===== src/design/plane_intersection_direction_core_defines.svh =====
// Shared assertion macros for the plane intersection core.
`ifndef PLANE_INTERSECTION_DIRECTION_CORE_DEFINES_SVH
`define PLANE_INTERSECTION_DIRECTION_CORE_DEFINES_SVH

// Same-cycle implication, checked outside reset.
`define PID_ASSERT_IMPL(lbl, clk, rst, ante, cons, msg) \
   lbl: assert property (@(posedge clk) disable iff (rst) (ante) |-> (cons)) \
      else $error(msg);

// Next-cycle implication, checked outside reset.
`define PID_ASSERT_NEXT(lbl, clk, rst, ante, cons, msg) \
   lbl: assert property (@(posedge clk) disable iff (rst) (ante) |=> (cons)) \
      else $error(msg);

`endif


===== src/design/pid_pkg.sv =====
package pid_pkg;

   // Default fraction width and queue depth.
   localparam int FRAC_BITS_DEF   = 16;
   localparam int QUEUE_DEPTH_DEF = 4;

   // Width of the exact elimination results a and b.
   localparam int WIDE_W = 128;

   // Number of registered stages in the elimination front end.
   localparam int FRONT_STAGES = 7;

   // Quotient limits: sticky overflow mark and saturation bounds.
   localparam logic [31:0] QUO_CAP     = 32'h8000_0001;
   localparam logic [31:0] QUO_MAX_NEG = 32'h8000_0000;
   localparam logic [31:0] QUO_MAX_POS = 32'h7fff_ffff;

   // Output saturation bounds.
   localparam logic [31:0] SAT_MAX = 32'h7fff_ffff;
   localparam logic [31:0] SAT_MIN = 32'h8000_0000;

   typedef struct packed {
      logic signed [31:0] first_u_x;
      logic signed [31:0] first_u_y;
      logic signed [31:0] first_u_z;
      logic signed [31:0] first_v_x;
      logic signed [31:0] first_v_y;
      logic signed [31:0] first_v_z;
      logic signed [31:0] second_u_x;
      logic signed [31:0] second_u_y;
      logic signed [31:0] second_u_z;
      logic signed [31:0] second_v_x;
      logic signed [31:0] second_v_y;
      logic signed [31:0] second_v_z;
   } pid_req_type;

   typedef struct packed {
      logic signed [31:0] dir_x;
      logic signed [31:0] dir_y;
      logic signed [31:0] dir_z;
      logic               parallel_flag;
   } pid_rsp_type;

   // Classified item handed from the front end to the back end.
   typedef struct packed {
      logic [WIDE_W-1:0] a_mag;
      logic [WIDE_W-1:0] b_mag;
      logic              quo_neg;
      logic              par;
      logic [2:0][31:0]  u2;
      logic [2:0][31:0]  v2;
   } pid_cls_type;

   typedef struct packed {
      logic full;
      logic empty;
   } pid_queue_status_type;

endpackage


===== src/design/pid_queue.sv =====
`include "plane_intersection_direction_core_defines.svh"

module pid_queue #(
   parameter int DEPTH = pid_pkg::QUEUE_DEPTH_DEF
) (
   input  logic                          clock,
   input  logic                          reset,
   input  logic                          push,
   input  pid_pkg::pid_cls_type          push_data,
   input  logic                          pop,
   output pid_pkg::pid_cls_type          pop_data,
   output pid_pkg::pid_queue_status_type status
);
   import pid_pkg::*;

   localparam int PTR_W = (DEPTH > 1) ? $clog2(DEPTH) : 1;
   localparam int CNT_W = $clog2(DEPTH + 1);

   pid_cls_type        entry_ff [DEPTH];
   logic [PTR_W-1:0]   wr_ptr_ff, wr_ptr_in, rd_ptr_ff, rd_ptr_in;
   logic [CNT_W-1:0]   count_ff, count_in;

   assign status.full  = (count_ff == CNT_W'(DEPTH));
   assign status.empty = (count_ff == '0);
   assign pop_data     = entry_ff[rd_ptr_ff];

   // Pointer wrap and occupancy.
   always_comb begin
      wr_ptr_in = wr_ptr_ff;
      rd_ptr_in = rd_ptr_ff;
      count_in  = count_ff;
      if (push) begin
         wr_ptr_in = (wr_ptr_ff == PTR_W'(DEPTH - 1)) ? '0 : wr_ptr_ff + 1'b1;
      end
      if (pop) begin
         rd_ptr_in = (rd_ptr_ff == PTR_W'(DEPTH - 1)) ? '0 : rd_ptr_ff + 1'b1;
      end
      if (push && !pop) begin
         count_in = count_ff + 1'b1;
      end else if (pop && !push) begin
         count_in = count_ff - 1'b1;
      end
   end

   always_ff @(posedge clock) begin
      if (reset) begin
         wr_ptr_ff <= '0;
         rd_ptr_ff <= '0;
         count_ff  <= '0;
      end else begin
         wr_ptr_ff <= wr_ptr_in;
         rd_ptr_ff <= rd_ptr_in;
         count_ff  <= count_in;
      end
   end

   // Entry storage.
   always_ff @(posedge clock) begin
      if (push) begin
         entry_ff[wr_ptr_ff] <= push_data;
      end
   end

   `PID_ASSERT_IMPL(a_queue_bound, clock, reset, 1'b1, count_ff <= CNT_W'(DEPTH), "queue count beyond depth")
   `PID_ASSERT_NEXT(a_queue_grow, clock, reset, push && !pop, count_ff == $past(count_ff) + 1'b1, "queue push not counted")

endmodule


===== config.mk =====
export PLATFORM = sky130hd
export DESIGN_NAME = pid_queue
export DESIGN_NICKNAME = d
export VERILOG_FILES = /design/src/design/pid_pkg.sv /design/src/design/pid_queue.sv
export VERILOG_INCLUDE_DIRS = /design/src /design/src/design
export SDC_FILE = /design/constraint.sdc
export NUM_CORES = 1
export LEC_CHECK = 0
export BUFFER_PORTS_ARGS = -buffer_cell sky130_fd_sc_hd__buf_2
export CORE_AREA = 3 3 353 355
export DETAILED_ROUTE_END_ITERATION = 10
export DIE_AREA = 0 0 356 358
export PLACE_DENSITY = 0.75
export RECOVER_POWER = 25
export SLEW_MARGIN = 20
export SYNTH_ARGS = -nofsm -noshare
export SYNTH_HDL_FRONTEND = slang
export SYNTH_SLANG_ARGS = --single-unit

===== constraint.sdc =====
create_clock -name clock -period 14.3 [get_ports clock]
set_input_delay 0 -clock clock [delete_from_list [all_inputs] [get_ports clock]]
set_output_delay 0 -clock clock [all_outputs]
set_load 0.03 [all_outputs]

# ---- Yosys cells after proc, flatten, opt, wreduce, memory -nomap -nowiden
# Memories as Yosys holds them, arrays and structs flattened. A register that Yosys moved wholly into a read port is not among the register bits.
# Cells that the tools add are included.
dict set report word_totals {
  n_memories 1
  ram_bits 1800
  register_bits 7
  word_cells 25
}
dict set report op_classes {
  n_addsub 4
  n_mux 8
  reduce_logical 6
  n_eq_ne 3
}
# memory depth word_bits read_ports rd_ports_with_merged_regs wr line_no
set mem_list {}
lappend mem_list {entry_ff 4 450 1 1 1 pid_queue.sv:19} ;# pid_cls_type entry_ff [DEPTH];
# op count
set ops {}
lappend ops {{two-way mux 2 bit} 4}
lappend ops {{two-way mux 3 bit} 2}
lappend ops {{adder 2 x 1 -> 2 bit (second input constant)} 2}
lappend ops {{== test 2 bit (second input constant)} 2}
lappend ops {{adder 3 x 1 -> 3 bit (second input constant)} 1}
lappend ops {{== test 3 bit (second input constant)} 1}
lappend ops {{logical NOT 3 bit} 1}
lappend ops {{subtractor 3 x 1 -> 3 bit (second input constant)} 1}
lappend ops {{logical AND 1 bit} 2}
lappend ops {{logical NOT 1 bit} 2}
lappend ops {{two-way mux 1 bit} 2}
lappend ops {{nonzero test 2 bit} 1}

# ---- Depth between registers and ports, before layout
dict set report logic_depth {
  word_depth 4
  ltp_mapped 7
  mapped_depth_nobuf 7
}

# ---- Least setup slack after synthesis
# Ideal clock, no wire load.
dict set report synth_timing {
  path_kind {register -> register}
  startpoint {reg wr_ptr_ff[0]}
  endpoint {mem entry_ff[0][0] (netlist bit) (enable)}
  t_required_ns 13.430
  path_stages_with_launch 4
  path_slack_ns 2.743
  period_less_slack_ns 11.557
  arrival_ns 10.686
  cell_sequence {dfxtp_1 > inv_1 > ha_1 > and2_1}
}
# item line_no
set synth_rtl {}
lappend synth_rtl {{start: declaration} pid_queue.sv:20} ;# logic [PTR_W-1:0] wr_ptr_ff, wr_ptr_in, rd_ptr_ff, rd_ptr_in;
lappend synth_rtl {{start signal: assignment} pid_queue.sv:51} ;# wr_ptr_ff <= wr_ptr_in;
lappend synth_rtl {{end: declaration} pid_queue.sv:19}
# Straight into the memory's write port.

==> results.yml <==
status:
  status: "finished clean"
die:
  fp.dieW_um: 356
  num_rows: 128
  coreArea_mm2: 0.122
  initial_core_util_pct: 53.7
  fp.dieArea_mm2: 0.127
  die_h_um: 358
  pin_count: 906
logic_synthesis:
  yosysWarnings: 0
  syn_nets: 2855
  synthesis.area_mm2: 0.0654
  ys_top_cells_by_area: "edfxtp_1 83%, mux4_2 15%, buf_6 0.77%"
  synth_area_per_cell_um2: 27.3
  yosysTopAreaCell: "edfxtp_1"
  synth_top_cell_area_share_pct: 82.7
  ys_ff_latch: 1809
  yosysUniqueCellTypes: 19
  syn-instance-count: 2394
  synth_seq_area_share_pct: 82.9
sta:
  fin_setup_tns_ns: 0
  period_share_pct: 37.4
  worst_pin_slew_ns: 1.09
  hold_viol_final: 0
  setup_viol: 0
  fmax_mhz: 187
  skew_ns: 0.0289
  slew_viol_final: 0
  slew_headroom_pct: 27.6
  post-route-min-period_ns: 5.34
  fin_ws_ns: 8.96
  rsz0062_at_grt: "no"
cts:
  cts.clk_slew.worst_paths_ns: 0.06
  ctsHoldBuffers: 855
  tritoncts: "yes"
  clk_latency_ns: 0.79
  cts_sinks: 1809
  cts-buffers-inserted: 174
  cts-resized-gates: 0
  root_buffer: "clkbuf_16"
  cts_setup_buffers: 0
  cts_buffer_depth: 3
  htreeDepth: 4
worst_setup_path:
  required_ns: 14.30
  crit_type: "reg -> out"
  cp.arrival_ns: 5.34
  worst-path-max-fanout: 68
  worst_setup_path_end_kind: "output pin"
  critPathLaunchType: "flop"
finish:
  regArea_mm2: 0.0542
  drive_above_1_share_pct: 35.1
  finalNetCount: 4734
  syn2layout_area_growth_pct: 31.0
  fillCellCount: 6772
  multi_input_comb_area_mm2: 0.0104
grt:
  grt_max_degree: 147
  grt.busiest_layer: "met2"
  antenna_found_initial: 29
  grtUsageMet1_pct: 32.2
  grt_pass1_wl_um: 255000
  overflow: 0
  grt_pass1_vias: 37700
  grt_use_total_pct: 27.4
  use_met3_pct: 7.24
  grt_use_met2_pct: 47.2
worst_hold_path:
  holdCritPathClass: "in -> reg"
placement:
  port_buffers: 905
  dpl.hpwl_um: 89800
  pre_cts_ws_ns: 9.81
  place.gp.congestion: 0.769
routing:
  drc: 0
  vias_per_cell: 5.80
  drtIter0Drc: 4141
  via_count: 35200
  ant_nets: 0
  wl_per_cell_um: 29.0
  wl_um: 176000
  first_pass_iters: 7
power:
  p_leak_nw: 29.0
  power_density_mw_per_mm2: 142
  ir_drop_mv: 0.152
job:
  max-cap-violations: 0
## cell type report
class / count / share of cell area [%]
clock inverter: 90 / 0.966
sequential: 1809 / 63.3
tap: 1625 / 2.37
antenna: 37 / 0.108
timing repair buffer: 1803 / 15.7
inverter: 4 / 0.0175
clock buffer: 225 / 5.40
multi-input combinational: 481 / 12.1
## stage by stage
stage / total power, mW / instances / cell area, um2 / hold WS (ns) / util, %
after floorplan: 7.16 / 2394 / 65400 / 0.0691 / -
after global placement: 7.49 / 4859 / 71600 / 0.213 / 58.8
after detailed placement: 7.51 / 4859 / 71600 / 0.216 / 58.8
after CTS: 12.1 / 6029 / 85600 / 0.000247 / 70.3
after global routing: 12.5 / 6064 / 85600 / 0.0821 / 70.4
final: 12.2 / 6074 / 85700 / 0.0915 / 70.4
## routing by layer
metal	wire (um)	part of all wire, %
met2	93500	53
met3	15800	9.0
met5	0	0
met4	9250	5.2
met1	57800	33
## report_power, final
group | leakage [nW] | internal, mW | switching, mW | total, mW
logic | 9.74 | 0.569 | 0.929 | 1.50
clock network | 2.66 | 2.51 | 1.98 | 4.49
registers | 16.6 | 6.09 | 0.0766 | 6.16
total | 29.0 | 9.17 | 2.99 | 12.2
## sequential cells by signal, indices dropped and copies added (netlist names), named ones only
signal and count:
entry_ff 1800, count_ff 3, rd_ptr_ff 2, wr_ptr_ff 2
## kinds of logic (layout without fill, tap and decap cells)
kind of cell               Yosys count  count (layout)  synth area share [%]
DFF                               1809            1809                  82.9
muxes                              454             454                  15.6
buffers and inverters              104            2122                  1.20
and+or+nand+nor                     15              15                 0.119
adders and majority gates            7               7                 0.145
AOI/OAI and AO/OA                    3               3                0.0230
xor gates and xnor gates             2               2                0.0268
other                                0              37                     0
## worst paths after layout
check                                     from          endpoint  slack (ns)  cells past startpoint
worst max-delay path                      flop     pop_data[384]        8.96                      5
worst min-delay path            push_data[299]  entry_ff[0][299]        0.09                      2
worst max register to register    wr_ptr_ff[0]   entry_ff[1][62]        9.75                      5
worst min register to register    rd_ptr_ff[1]              flop        0.55                      2
## cell usage in the layout, fill, tap and decap left out, drive strengths merged
master          n
or3             1
diode          37
nor2            7
clkinvlp        2
nor3            1
clkinv         67
clkbuf        312
mux2i           4
inv            13
xor2            2
buf           853
a21oi           2
o21ai           1
ha              6
and2            4
dlygate4sd3   863
nor3b           2
dfxtp           9
mux4          450
fa              1
edfxtp       1800
bufinv         12
## cell usage after synthesis, drive strengths merged
cell type and n:
edfxtp 1800, buf 93, a21oi 2, nor3 1
mux4 450, or3 1, fa 1, dfxtp 9
xor2 2, mux2i 4, and2 4, ha 6
o21ai 1, nor3b 2, nor2 7, inv 4
clkbuf 7
## critical path: stages, from the launching register on
cell and delay (ns):
dfxtp_4 0.98, buf_4 0.92, buf_4 0.88, buf_4 0.88, mux4_2 0.48, buf_2 0.22
Power figures use the tool's default switching activity.
